### src/rtl/abkf_pkg.sv
// Shared types, constants and saturating fixed-point helpers for the
// angle and gyro-bias Kalman filter. No dependencies.
`default_nettype none
package abkf_pkg;

    localparam int WORD_BITS    = 32;
    localparam int FRAC_BITS    = 16;
    localparam int IO_BITS      = 32;
    localparam int CFG_BITS     = 31;
    localparam int DT_BITS      = 16;
    localparam int CFG_IDX_BITS = 2;
    localparam int NUM_LANES    = 2;
    localparam int EXT_BITS     = (WORD_BITS > IO_BITS ? WORD_BITS : IO_BITS) + 2;
    localparam int PROD_BITS    = 2 * WORD_BITS;
    localparam int SHIFT_BITS   = PROD_BITS - FRAC_BITS;
    localparam int DVD_BITS     = WORD_BITS + FRAC_BITS;
    localparam int CNT_BITS     = $clog2(WORD_BITS + 1);

    typedef logic signed [WORD_BITS-1:0] t_word;
    typedef logic        [WORD_BITS-1:0] t_mag;
    typedef logic signed [EXT_BITS-1:0]  t_ext;
    typedef logic signed [IO_BITS-1:0]   t_io;

    localparam t_word WORD_MAX = {1'b0, {(WORD_BITS-1){1'b1}}};
    localparam t_word WORD_MIN = {1'b1, {(WORD_BITS-1){1'b0}}};
    localparam t_word COV_RESET = (FRAC_BITS < WORD_BITS - 1) ?
                                  (t_word'(1) <<< FRAC_BITS) : WORD_MAX;
    localparam t_ext  IO_MAX_EXT = t_ext'({1'b0, {(IO_BITS-1){1'b1}}});
    localparam t_ext  IO_MIN_EXT = -IO_MAX_EXT - t_ext'(1);
    localparam logic [SHIFT_BITS-1:0] SHIFT_LIM = SHIFT_BITS'(WORD_MAX);

    localparam logic [CFG_BITS-1:0] ANGLE_NOISE_RESET = CFG_BITS'(131);
    localparam logic [CFG_BITS-1:0] BIAS_NOISE_RESET  = CFG_BITS'(197);
    localparam logic [CFG_BITS-1:0] MEAS_NOISE_RESET  = CFG_BITS'(32768);
    localparam logic [DT_BITS-1:0]  TIME_STEP_RESET   = DT_BITS'(747);

    typedef enum logic [CFG_IDX_BITS-1:0] {
        CFG_ANGLE_NOISE = 2'd0,
        CFG_BIAS_NOISE  = 2'd1,
        CFG_MEAS_NOISE  = 2'd2,
        CFG_TIME_STEP   = 2'd3
    } t_cfg_idx;

    typedef enum logic [3:0] {
        OP_ANGLE_PRED = 4'd0,
        OP_AA_PRED    = 4'd1,
        OP_CROSS_PRED = 4'd2,
        OP_BB_PRED    = 4'd3,
        OP_BA_CORR    = 4'd4,
        OP_BB_CORR    = 4'd5,
        OP_AA_CORR    = 4'd6,
        OP_AB_CORR    = 4'd7,
        OP_ANGLE_CORR = 4'd8,
        OP_BIAS_CORR  = 4'd9
    } t_op;

    typedef enum logic [3:0] {
        S_IDLE       = 4'd0,
        S_PRED       = 4'd1,
        S_PRED_DRAIN = 4'd2,
        S_INNOV      = 4'd3,
        S_DIV_GO     = 4'd4,
        S_DIV_WAIT   = 4'd5,
        S_CORR       = 4'd6,
        S_CORR_DRAIN = 4'd7,
        S_FIN        = 4'd8
    } t_seq_state;

    typedef enum logic [1:0] {
        DIV_IDLE = 2'd0,
        DIV_RUN  = 2'd1,
        DIV_DONE = 2'd2
    } t_div_state;

    function automatic t_word sat_word(input t_ext v);
        t_word r;
        if (v > t_ext'(WORD_MAX)) begin
            r = WORD_MAX;
        end else if (v < t_ext'(WORD_MIN)) begin
            r = WORD_MIN;
        end else begin
            r = t_word'(v);
        end
        return r;
    endfunction

    function automatic t_word sat_add(input t_word a, input t_word b);
        return sat_word(t_ext'(a) + t_ext'(b));
    endfunction

    function automatic t_word sat_sub(input t_word a, input t_word b);
        return sat_word(t_ext'(a) - t_ext'(b));
    endfunction

    function automatic t_io sat_io(input t_ext v);
        t_io r;
        if (v > IO_MAX_EXT) begin
            r = t_io'(IO_MAX_EXT);
        end else if (v < IO_MIN_EXT) begin
            r = t_io'(IO_MIN_EXT);
        end else begin
            r = t_io'(v);
        end
        return r;
    endfunction

    function automatic t_mag mag_of(input t_word v);
        return v[WORD_BITS-1] ? t_mag'(-v) : t_mag'(v);
    endfunction

    function automatic t_word mag_to_word(input logic neg, input t_mag m);
        t_word r;
        if (m > t_mag'(WORD_MAX)) begin
            r = neg ? WORD_MIN : WORD_MAX;
        end else begin
            r = neg ? -t_word'(m) : t_word'(m);
        end
        return r;
    endfunction

    function automatic t_word prod_to_word(input logic neg,
                                           input logic [PROD_BITS-1:0] p);
        logic [SHIFT_BITS-1:0] s;
        t_word r;
        s = p[PROD_BITS-1:FRAC_BITS];
        if (s > SHIFT_LIM) begin
            r = neg ? WORD_MIN : WORD_MAX;
        end else begin
            r = mag_to_word(neg, t_mag'(s));
        end
        return r;
    endfunction

endpackage
`default_nettype wire

### src/rtl/abkf_div.sv
// Two-lane restoring fixed-point divider, one quotient bit per lane per cycle,
// sharing one positive divisor. Depends on abkf_pkg.
`default_nettype none
module abkf_div (
    input  logic            i_clk,
    input  logic            i_rst_n,
    input  logic            i_start,
    input  abkf_pkg::t_word i_num0,
    input  abkf_pkg::t_word i_num1,
    input  abkf_pkg::t_word i_den,
    output logic            o_done,
    output abkf_pkg::t_word o_quo0,
    output abkf_pkg::t_word o_quo1
);

    abkf_pkg::t_div_state                r_state;
    abkf_pkg::t_div_state                n_state;
    logic [abkf_pkg::CNT_BITS-1:0]       r_cnt;
    logic [abkf_pkg::WORD_BITS-2:0]      r_den;
    logic [abkf_pkg::WORD_BITS-2:0]      r_rem [abkf_pkg::NUM_LANES];
    abkf_pkg::t_mag                      r_dvd [abkf_pkg::NUM_LANES];
    abkf_pkg::t_mag                      r_quo [abkf_pkg::NUM_LANES];
    logic                                r_neg [abkf_pkg::NUM_LANES];
    logic                                r_ovf [abkf_pkg::NUM_LANES];

    abkf_pkg::t_word                     num_in  [abkf_pkg::NUM_LANES];
    abkf_pkg::t_word                     quo_out [abkf_pkg::NUM_LANES];
    logic [abkf_pkg::DVD_BITS-1:0]       start_dvd [abkf_pkg::NUM_LANES];
    logic [abkf_pkg::FRAC_BITS-1:0]      start_hi  [abkf_pkg::NUM_LANES];
    abkf_pkg::t_mag                      trial [abkf_pkg::NUM_LANES];
    abkf_pkg::t_mag                      diff  [abkf_pkg::NUM_LANES];
    logic                                ge    [abkf_pkg::NUM_LANES];
    logic                                load_en;
    logic                                step_en;

    assign num_in[0] = i_num0;
    assign num_in[1] = i_num1;
    assign o_quo0    = quo_out[0];
    assign o_quo1    = quo_out[1];

    always_comb begin
        n_state = r_state;
        unique case (r_state)
            abkf_pkg::DIV_IDLE: begin
                if (i_start) n_state = abkf_pkg::DIV_RUN;
            end
            abkf_pkg::DIV_RUN: begin
                if (r_cnt == abkf_pkg::CNT_BITS'(abkf_pkg::WORD_BITS - 1)) begin
                    n_state = abkf_pkg::DIV_DONE;
                end
            end
            abkf_pkg::DIV_DONE: begin
                n_state = abkf_pkg::DIV_IDLE;
            end
            default: begin
                n_state = abkf_pkg::DIV_IDLE;
            end
        endcase
    end

    always_comb begin
        load_en = (r_state == abkf_pkg::DIV_IDLE) && i_start;
        step_en = (r_state == abkf_pkg::DIV_RUN);
        o_done  = (r_state == abkf_pkg::DIV_DONE);
    end

    always_comb begin
        for (int i = 0; i < abkf_pkg::NUM_LANES; i++) begin
            start_dvd[i] = {abkf_pkg::mag_of(num_in[i]), {abkf_pkg::FRAC_BITS{1'b0}}};
            start_hi[i]  = start_dvd[i][abkf_pkg::DVD_BITS-1:abkf_pkg::WORD_BITS];
            trial[i]     = {r_rem[i], r_dvd[i][abkf_pkg::WORD_BITS-1]};
            diff[i]      = trial[i] - abkf_pkg::t_mag'(r_den);
            ge[i]        = trial[i] >= abkf_pkg::t_mag'(r_den);
            quo_out[i]   = r_ovf[i] ?
                           (r_neg[i] ? abkf_pkg::WORD_MIN : abkf_pkg::WORD_MAX) :
                           abkf_pkg::mag_to_word(r_neg[i], r_quo[i]);
        end
    end

    always_ff @(posedge i_clk) begin
        if (!i_rst_n) begin
            r_state <= abkf_pkg::DIV_IDLE;
            r_cnt   <= '0;
        end else begin
            r_state <= n_state;
            if (load_en) begin
                r_cnt <= '0;
            end else if (step_en) begin
                r_cnt <= r_cnt + abkf_pkg::CNT_BITS'(1);
            end
        end
    end

    always_ff @(posedge i_clk) begin
        if (load_en) begin
            r_den <= i_den[abkf_pkg::WORD_BITS-2:0];
        end
        for (int i = 0; i < abkf_pkg::NUM_LANES; i++) begin
            if (load_en) begin
                r_rem[i] <= (abkf_pkg::WORD_BITS-1)'(start_hi[i]);
                r_ovf[i] <= abkf_pkg::t_mag'(start_hi[i]) >= abkf_pkg::t_mag'(i_den);
                r_dvd[i] <= start_dvd[i][abkf_pkg::WORD_BITS-1:0];
                r_neg[i] <= num_in[i][abkf_pkg::WORD_BITS-1];
                r_quo[i] <= '0;
            end else if (step_en) begin
                r_rem[i] <= ge[i] ? diff[i][abkf_pkg::WORD_BITS-2:0] :
                                    trial[i][abkf_pkg::WORD_BITS-2:0];
                r_dvd[i] <= {r_dvd[i][abkf_pkg::WORD_BITS-2:0], 1'b0};
                r_quo[i] <= {r_quo[i][abkf_pkg::WORD_BITS-2:0], ge[i]};
            end
        end
    end

    a_start_when_idle: assert property (@(posedge i_clk) disable iff (!i_rst_n)
        i_start |-> (r_state == abkf_pkg::DIV_IDLE))
        else $error("divider started while busy");

    a_den_nonzero: assert property (@(posedge i_clk) disable iff (!i_rst_n)
        (r_state == abkf_pkg::DIV_RUN) |-> (r_den != '0))
        else $error("divider running on a zero divisor");

    a_done_after_run: assert property (@(posedge i_clk) disable iff (!i_rst_n)
        o_done |-> ($past(r_state) == abkf_pkg::DIV_RUN))
        else $error("divider done without a run");

endmodule
`default_nettype wire

### config.mk
export PLATFORM = sky130hd
export DESIGN_NAME = abkf_div
export DESIGN_NICKNAME = d
export VERILOG_FILES = /design/src/rtl/abkf_pkg.sv /design/src/rtl/abkf_div.sv
export SDC_FILE = /design/constraint.sdc
export NUM_CORES = 1
export LEC_CHECK = 0
export BUFFER_PORTS_ARGS = -buffer_cell sky130_fd_sc_hd__buf_2
export CORE_MARGIN = 4
export CORE_UTILIZATION = 40
export DETAILED_ROUTE_END_ITERATION = 16
export SYNTH_ARGS = -nofsm -noshare
export SYNTH_HDL_FRONTEND = slang
export SYNTH_SLANG_ARGS = --single-unit
### constraint.sdc
create_clock -name i_clk -period 11.3 [get_ports i_clk]
set_input_delay 3.39 -clock i_clk [delete_from_list [all_inputs] [get_ports i_clk]]
set_output_delay 3.39 -clock i_clk [all_outputs]
set_load 0.01 [all_outputs]
==> run_results.csv, run 1 <==
group,metric,value,unit
status,status,"completed",
synthesis,avgSynthCellArea,9.12,um^2
floorplan,fp.dieH,203,um
worst_setup_path,path_class,"register to output port",
cts,clkSinkCount,201,
synthesis,synth_nets,1865,
worst_setup_path,cp_max_fo,7,
timing,finalMaxSlewViolations,0,
worst_setup_path,crit_required,7.91,ns
cts,postCtsSetupRepairBufs,0,
synthesis,ys_types,75,
synthesis,synth_area_leaders,"edfxtp_1 38%, ha_1 8.2%, a21oi_1 4.4%",
drt,drc,0,
finish,antennaDiodeCount,0,
timing,hold_viol,0,
drt,drtAntennaViolNets,0,
global_routing,met2_usage,31.3,%
worst_setup_path,worstSetupStartpointType,"register",
timing,final.period_utilization,64.3,%
global_routing,grt_pass1_vias,12414,
cts,cts_tree,"built",
global_routing,gr-total-overflow,0,
synthesis,synth_edf_count,193,
synthesis,syn_inst,1665,
timing,worstMarginPinSlew,1.05,ns
power_and_ir_drop,power.density,154,nW/um^2
worst_hold_path,hp-class,"register to register",
worst_setup_path,slowest_delay,0.47,ns
timing,rsz0062_at_grt,"no",
cts,root_buffer,"clkbuf_16",
synthesis,ys.flop_type,"edfxtp_1",
floorplan,core-area,37600,um^2
cts,clk_pin_slew,0.06,ns
global_routing,antenna_found_initial,0,
floorplan,ios,164,
drt,wl_per_cell,17.4,um
worst_setup_path,path_cells,"nor4_4, nand4_1, or3_1, or3_1, or3_1, or2_1, nor4_2, mux2i_1, o22ai_1, buf_2",
synthesis,ys_seq_area_share,39.2,%
place,gp_congestion,0.853,
flow_run,cap_violations,0,
timing,tns,0,ns
worst_setup_path,crit_path_end_kind,"output port",
cts,cts_buffers,25,
synthesis,synth_largest_area_cell,"edfxtp_1",
cts,clockBufferDepth,3,
place,port-buffer-count,163,
cts,ctsHtreeMaxLevel,1,
floorplan,die_x,203,um
drt,vias,12914,
global_routing,use_met3,3.03,%
drt,dr.pass1.iters,5,
timing,slew_headroom,29.7,%
power_and_ir_drop,power,0.00267,W
floorplan,num_rows,71,
synthesis,netlist_area,15200,um^2
drt,drtIter0Drc,900,
synthesis,synthArstFlopShare,0,%
finish,final_area,17300,um^2
synthesis,ys_seq_elements,201,
timing,period_needed,7.26,ns
timing,max_freq,0.138,GHz
place,dp_hpwl,30.2,mm
drt,vias_per_cell,5.54,
global_routing,grt_pass1_wl,65.5,mm
finish,final_common_cell,"edfxtp_1",
global_routing,grtUsageMet1,26.8,%
worst_setup_path,crit_top_cell,"or3_1",
worst_setup_path,cp_slowest_cell,"edfxtp_1",
finish,final_cells,2329,
finish,area_delta_synth_final,14.1,%
cts,clk_latency,0.54,ns
finish,layout-drive-gt1-share,14.2,%
synthesis,synth_top_area_share,38.2,%
drt,drt_wl_total,40.6,mm
floorplan,start_util,40.4,%
power_and_ir_drop,vdd_drop_max,108,uV
finish,nNetsFinal,1999,
finish,final_cell_mix,"193 x edfxtp_1, 172 x nor2_1, 163 x buf_2",
global_routing,busiest_layer,"met2",
timing,setup_viol,0,
timing,skew,0.0111,ns
worst_setup_path,worstPathArrival,3.87,ns
cts,hold_buffers,0,
place,post_dp_cell_area,16500,um^2
global_routing,track_usage,19.1,%
timing,whs,0.486,ns
synthesis,ys_warn_count,0,
global_routing,grt_max_degree,84,
floorplan,fp.dieArea,41100,um^2
cts,post_cts_resized,0,
power_and_ir_drop,p_leak,7.14,nW
place,dpl.cell_count,2283,
[worst max-delay path, delay by kind of cell, from the launching register on]
| family | cells | cell delay [ns] |
|---|---|---|
| mux | 1 | 0.22 |
| compound gates | 1 | 0.09 |
| simple gates | 7 | 2.39 |
| flops | 1 | 0.47 |
| buf+inv | 1 | 0.17 |
[sequential cells by signal (all words and copies together) (netlist names)]
| signal | cells |
|---|---|
| r_state | 2 |
| r_quo | 64 |
| r_rem | 62 |
| r_ovf | 2 |
| r_dvd | 32 |
| r_cnt | 6 |
| r_den | 31 |
| r_neg | 2 |
[report_power, final]
group          leakage, nW  switching, W  total, W  internal (W)
registers             2.01     0.0000633   0.00100      0.000936
clock network        0.417      0.000327  0.000821      0.000494
logic                 4.72      0.000507  0.000854      0.000347
[cell type report]
cell class                 count  area, um^2
tap                          511         639
sequential                   201        5960
timing repair buffer         175         906
inverter                      80         300
multi-input combinational   1316        8680
clock inverter                11         124
fill                        3657       20300
clock buffer                  35         723
[worst paths after layout]
| kind | from | to | slack (ns) | cells past startpoint |
|---|---|---|---|---|
| setup / recovery | r_quo[1][1]$_SDFFCE_PN0P_ | o_quo1[29] | 4.04 | 10 |
| hold / removal | r_cnt[1]$_SDFFE_PP0N_ | r_cnt[1]$_SDFFE_PP0N_ | 0.49 | 2 |
| setup reg to reg | r_den[9]$_DFFE_PP_ | r_rem[1][11]$_DFFE_PP_ | 6.99 | 12 |
| hold reg to reg | r_cnt[1]$_SDFFE_PP0N_ | r_cnt[1]$_SDFFE_PP0N_ | 0.49 | 2 |
[synthesized netlist by cell type, types with 5 or more instances]
library cell and count:
inv_1 80, xor2_1 60, nand3_1 30, ha_1 99, a21o_1 47, buf_1 9, o21a_1 18, o41ai_1 12
nand4_1 20, clkbuf_1 50, or2_2 12, or3_1 29, a211oi_1 9, and2_1 57, o211ai_1 6, o31ai_1 23
dfxtp_1 8, nor4_1 12, nor2b_1 20, buf_2 5, a211o_1 6, o22a_1 5, a31oi_1 23, o22ai_1 28
nor3b_1 5, nand2_1 135, mux2_2 7, a21oi_1 132, edfxtp_1 193, nor2_1 173, xnor2_1 57, a311oi_1 5
or4_1 12, mux2i_1 41, nand2b_1 17, o21bai_1 8, nor3_1 38, o21ai_0 109
[routing by layer]
layer,vias up,wire [um]
li1,6404,-
met1,6089,18900
met5,-,0
met3,62,2400
met4,0,910
met2,359,18400
[per-stage QoR]
stage | util, % | setup WS, ns
2_1_floorplan | - | 3.95
3_5_place_dp | 43.8 | 4.02
6_report | 46.1 | 4.04
4_1_cts | 46.1 | 4.02
3_3_place_gp | 43.8 | 4.15
5_1_grt | 46.1 | 3.82
[cell families (layout without fill, tap and decap cells)]
family | count (synthesis) | in the layout | share of synthesized area, %
AND/OR/NAND/NOR | 586 | 586 | 19.3
AO/OA/AOI/OAI | 464 | 464 | 19.2
flip-flops | 201 | 201 | 39.2
buffers and inverters | 148 | 301 | 3.82
XOR/XNOR | 117 | 117 | 6.75
adder cells (fa/ha/maj) | 101 | 101 | 8.42
multiplexers | 48 | 48 | 3.22
Note: power is estimated with default switching activity, not from simulation.
==> run 2: changes to the inputs <==
Clock period 11.3 ns to 6.55 ns, I/O delays scaled along.
==> run 2 against run 1 <==
  * Power grew 74%
  * Worst hold slack lost 0.010 ns
  * Clock-buffer cell count shrank 8
  * Core utilization is essentially flat
  * Wire length grew 0.22%
  * Sequential power grew 72%
  * Combinational power grew 73%
  * Critical endpoint is now o_quo0[25]
  * Highest routed layer unchanged
==> run_results.csv, run 2 (synthesis gave the netlist of run 1 again) <==
group,metric,value,unit
status,status,"completed",
finish,nNetsFinal,1996,
finish,final_common_cell,"edfxtp_1",
cts,clkSinkCount,201,
global_routing,grt_max_degree,99,
global_routing,antenna_found_initial,1,
timing,skew,0.0130,ns
cts,postCtsSetupRepairBufs,0,
timing,worstMarginPinSlew,1.05,ns
finish,final_cell_mix,"193 x edfxtp_1, 172 x nor2_1, 163 x buf_2",
drt,wl_per_cell,17.5,um
cts,post_cts_resized,0,
timing,setup_viol,0,
worst_setup_path,critical_path_buf_inv_count,1,
drt,drc,0,
power_and_ir_drop,p_comb_share,31.7,%
cts,hold_buffers,0,
floorplan,start_util,40.4,%
finish,largest_register_ffs,64,
place,port-buffer-count,163,
floorplan,fp.dieArea,41100,um^2
drt,dr_wl_met3,2.00,mm
worst_hold_path,whs_endpoint,"r_cnt[1]$_SDFFE_PP0N_",
power_and_ir_drop,switching_share,33.3,%
timing,rsz0062_at_grt,"no",
global_routing,grt_pass1_wl,64.6,mm
power_and_ir_drop,p_sw,0.00155,W
global_routing,grt_pass1_vias,12380,
worst_setup_path,rr_startpoint,"r_den[9]$_DFFE_PP_",
drt,drt-met1-wl,19.3,mm
drt,drtIter0Drc,915,
floorplan,fp.dieH,203,um
worst_setup_path,r2r_end,"r_rem[1][13]$_DFFE_PP_",
power_and_ir_drop,intPower,0.00311,W
drt,maxUsedRoutingLayer,"met4",
worst_setup_path,cpLargestDelayFamily,"simple AND/OR/NAND/NOR gates",
worst_setup_path,worstSetupStartpointType,"register",
global_routing,track_usage,19.0,%
finish,top_regs,"r_quo (64), r_rem (62), r_dvd (32)",
drt,dr.pass1.iters,5,
drt,wl_met2,18.6,mm
timing,hold_viol,0,
worst_setup_path,worstPathArrival,3.89,ns
worst_setup_path,cp_slowest_cell,"or4b_4",
cts,cts_buffers,25,
floorplan,ios,164,
worst_setup_path,r2r_slack,2.27,ns
finish,area_delta_synth_final,14.2,%
timing,slew_headroom,30.0,%
floorplan,die_x,203,um
finish,regMostFlops,"r_quo",
timing,tns,0,ns
finish,layout-drive-gt1-share,13.9,%
worst_setup_path,crit_required,4.59,ns
power_and_ir_drop,p_clk_share,31.2,%
timing,final.period_utilization,89.4,%
cts,clockBufferDepth,3,
drt,vias_per_cell,5.54,
cts,cts_tree,"built",
timing,whs,0.476,ns
cts,clk_pin_slew,0.06,ns
place,dp_hpwl,30.2,mm
power_and_ir_drop,vdd_drop_max,201,uV
timing,max_freq,0.171,GHz
drt,vias,12875,
drt,drtAntennaViolNets,0,
worst_hold_path,whs_path_depth,2,
worst_hold_path,hp-class,"register to register",
worst_setup_path,path_cells,"nor4_4, nand2_2, or4_4, or4b_4, or3_4, nor3_4, nand2_1, a21o_1, a21oi_1, buf_2",
worst_setup_path,path_class,"register to output port",
global_routing,gr-total-overflow,0,
flow_run,cap_violations,0,
worst_setup_path,slowest_delay,0.55,ns
place,gp_congestion,0.875,
drt,drt_wl_total,40.7,mm
timing,finalMaxSlewViolations,0,
finish,fill_cells,3662,
cts,clk_latency,0.55,ns
timing,period_needed,5.86,ns
power_and_ir_drop,seqPwrFrac,37.0,%
power_and_ir_drop,p_leak,7.13,nW
worst_setup_path,reg2regPathDepth,12,
worst_setup_path,cp_max_fo,8,
floorplan,num_rows,71,
floorplan,core-area,37600,um^2
power_and_ir_drop,power.density,269,nW/um^2
worst_hold_path,holdCritStartpoint,"r_cnt[1]$_SDFFE_PP0N_",
cts,ctsHtreeMaxLevel,1,
cts,root_buffer,"clkbuf_16",
worst_setup_path,crit_path_end_kind,"output port",
[run 2: cell count changes in the layout (fill, tap and decap cells not counted), sizes merged]
| cell | delta |
|---|---|
| bufinv | +3 |
| diode | +1 |
| clkinv | +2 |
| clkbuf | -8 |
| buf | -3 |
| clkinvlp | +1 |
[run 2: tightest hold or removal path: cells and delay by family, from the launching register on]
family / cells / cell delay (ns)
simple gates: 1 / 0.05
compound gates: 1 / 0.05
flops: 1 / 0.32
[run 2: through the flow]
step / instances / setup slack, ns / power (W) / cell area (um^2) / util, %
final: 2325 / 0.694 / 0.00466 / 17300 / 46.1
after global routing: 2325 / 0.485 / 0.00494 / 17300 / 46.1
after CTS: 2324 / 0.672 / 0.00469 / 17300 / 46.1
after detailed placement: 2280 / 0.739 / 0.00321 / 16500 / 43.8
after global placement: 2280 / 0.824 / 0.00319 / 16500 / 43.8
after floorplan: 1665 / 0.629 / 0.00281 / 15200 / -
[run 2: layout make-up]
class / instances / area, um^2 / share of cell area (%)
diodes: 1 / 2.50 / 0.0144
clock buffers: 27 / 633 / 3.65
multi-input cells: 1316 / 8680 / 50.1
repair buffers: 172 / 896 / 5.17
clock inverters: 17 / 224 / 1.29
well taps: 511 / 639 / 3.69
flip-flops and latches: 201 / 5960 / 34.4
inverters: 80 / 300 / 1.73
[run 2: power by group through the flow]
stage / Combinational, W / Sequential (W) / Clock (W)
after floorplan: 0.00108 / 0.00173 / 0
after global placement: 0.00145 / 0.00174 / 0
after detailed placement: 0.00146 / 0.00175 / 0
after CTS: 0.00147 / 0.00172 / 0.00150
after global routing: 0.00164 / 0.00174 / 0.00156
final: 0.00148 / 0.00172 / 0.00145
[run 2: per-layer routing]
layer / vias to the layer above / GRT usage [%]
met5: - / 0
met1: 6102 / 26.8
met3: 56 / 2.28
met4: 0 / 4.90
met2: 311 / 31.3
li1: 6406 / -
[run 2: worst max path at each step]
stage,startpoint,endpoint,slack (ns),cells after the start
floorplan,i_start,r_dvd[0][15]$_SDFFCE_PP0P_,0.63,2
global placement,i_num1[2],r_ovf[0][1]$_DFFE_PP_,0.82,14
detailed placement,i_num1[2],r_ovf[0][1]$_DFFE_PP_,0.74,14
CTS,r_quo[0][4]$_SDFFCE_PN0P_,o_quo0[25],0.67,10
global route,r_quo[1][1]$_SDFFCE_PN0P_,o_quo1[29],0.48,10
finish,r_quo[0][4]$_SDFFCE_PN0P_,o_quo0[25],0.69,10
==> run 3: changes to the inputs <==
Settings changed: BUFFER_PORTS_ARGS -buffer_cell sky130_fd_sc_hd__buf_2 to -buffer_cell sky130_fd_sc_hd__buf_4, PLACE_DENSITY_LB_ADDON set to 0.05.
==> run 3 against run 2 <==
  * Maximum frequency shrank 0.61%
  * Core utilization is 1.1 points higher
  * Via count fell by 1.8%
  * Worst setup slack worse by 0.036 ns
  * Register-to-register slack lost 0.49 ns
  * Clock power is essentially flat
  * Die area unchanged
  * Global-route usage up 0.30 points
==> run_results.csv, run 3 (synthesis gave the netlist of run 1 again) <==
group,metric,value,unit
status,status,"completed",
finish,regMostFlops,"r_quo",
finish,top_regs,"r_quo (64), r_rem (62), r_dvd (32)",
worst_setup_path,worstSetupStartpointType,"register",
cts,clk_pin_slew,0.06,ns
floorplan,die_x,203,um
timing,slew_headroom,25.8,%
power_and_ir_drop,power.density,264,nW/um^2
drt,wl_per_cell,17.9,um
cts,root_buffer,"clkbuf_16",
worst_setup_path,cp_slowest_cell,"or4b_4",
cts,ctsHtreeMaxLevel,1,
worst_setup_path,crit_required,4.59,ns
worst_setup_path,path_cells,"nor4_4, nand2_2, or4_4, or4b_4, or3_4, nor3_4, nand2_1, a21o_1, a21oi_1, buf_4",
global_routing,gr-total-overflow,0,
worst_setup_path,cpLargestDelayFamily,"simple AND/OR/NAND/NOR gates",
finish,fill_cells,3711,
power_and_ir_drop,p_leak,7.26,nW
worst_setup_path,critical_path_buf_inv_count,1,
place,gp_congestion,0.868,
global_routing,track_usage,19.3,%
timing,period_needed,5.89,ns
drt,drtIter0Drc,796,
worst_setup_path,path_class,"register to output port",
cts,postCtsSetupRepairBufs,0,
cts,hold_buffers,0,
floorplan,ios,164,
cts,clockBufferDepth,3,
flow_run,cap_violations,0,
timing,final.period_utilization,90.0,%
timing,fin_ws,0.658,ns
worst_setup_path,crit_path_end_kind,"output port",
power_and_ir_drop,vdd_drop_max,208,uV
timing,rsz0062_at_grt,"no",
finish,antennaDiodeCount,0,
drt,vias_per_cell,5.43,
finish,final_cell_mix,"193 x edfxtp_1, 173 x nor2_1, 172 x buf_4",
floorplan,fp.dieArea,41100,um^2
drt,drtAntennaViolNets,0,
floorplan,num_rows,71,
finish,area_delta_synth_final,16.8,%
timing,tns,0,ns
timing,hold_viol,0,
place,place_ws,0.854,ns
finish,nNetsFinal,1998,
global_routing,grt_pass1_vias,12035,
timing,setup_viol,0,
floorplan,fp.dieH,203,um
timing,finalMaxSlewViolations,0,
cts,post_cts_resized,0,
cts,clk_latency,0.54,ns
cts,cts_tree,"built",
floorplan,start_util,40.4,%
drt,vias,12649,
finish,largest_register_ffs,64,
finish,final_common_cell,"edfxtp_1",
finish,layout-drive-gt1-share,13.8,%
timing,skew,0.0174,ns
global_routing,grt_pass1_wl,65.0,mm
worst_setup_path,slowest_delay,0.55,ns
timing,worstMarginPinSlew,1.10,ns
floorplan,core-area,37600,um^2
place,dp_hpwl,30.7,mm
cts,clkSinkCount,201,
worst_setup_path,worstPathArrival,3.93,ns
global_routing,antenna_found_initial,0,
drt,dr.pass1.iters,5,
drt,drt_wl_total,41.7,mm
drt,drc,0,
worst_hold_path,hp-class,"register to register",
place,port-buffer-count,163,
global_routing,grt_max_degree,109,
timing,max_freq,0.170,GHz
worst_setup_path,cp_max_fo,8,
cts,cts_buffers,26,
## run 3: final cells by class
type	count	area (um^2)	area share, %
Clock buffer	35	706	3.98
Multi-Input combinational cell	1316	8670	48.9
Timing Repair Buffer	173	1310	7.40
Inverter	80	300	1.69
Clock inverter	12	141	0.798
Sequential cell	201	5960	33.6
Tap cell	511	639	3.61
## run 3: power by group
group | internal (W) | switching, W | leakage, nW
logic | 0.000641 | 0.000884 | 4.85
clock network | 0.000871 | 0.000567 | 0.409
registers | 0.00161 | 0.000107 | 2.01
## run 3: layer usage
metal  global-route usage (%)  part of all wire (%)
met3                     2.64                   4.8
met1                     28.6                    49
met5                        0                     0
met4                     4.34                   1.8
met2                     30.3                    45
## run 3: worst register-to-register path, delay by kind of cell (launching register included)
family | cells | cell delay, ns
simple gates | 4 | 1.39
compound gates | 5 | 1.75
flops | 1 | 0.45
fa+ha+maj | 2 | 0.67
buf+inv | 1 | 0.24
## run 3: final timing paths
path | from | to | slack, ns | cells after the start
setup reg to reg | r_den[0]$_DFFE_PP_ | r_rem[0][13]$_DFFE_PP_ | 1.78 | 12
hold reg to reg | r_cnt[1]$_SDFFE_PP0N_ | r_cnt[1]$_SDFFE_PP0N_ | 0.48 | 2
setup / recovery | r_quo[0][6]$_SDFFCE_PN0P_ | o_quo0[27] | 0.66 | 10
hold / removal | r_cnt[1]$_SDFFE_PP0N_ | r_cnt[1]$_SDFFE_PP0N_ | 0.48 | 2
## run 3: per-stage QoR
stage / util (%) / total power [W] / instances / hold slack (ns) / cell area [um^2]
floorplan: - / 0.00281 / 1665 / 0.454 / 15200
global placement: 44.9 / 0.00326 / 2281 / 0.467 / 16900
detailed placement: 44.9 / 0.00327 / 2281 / 0.475 / 16900
CTS: 47.2 / 0.00474 / 2328 / 0.483 / 17700
global route: 47.2 / 0.00497 / 2328 / 0.500 / 17700
finish: 47.2 / 0.00469 / 2328 / 0.479 / 17700
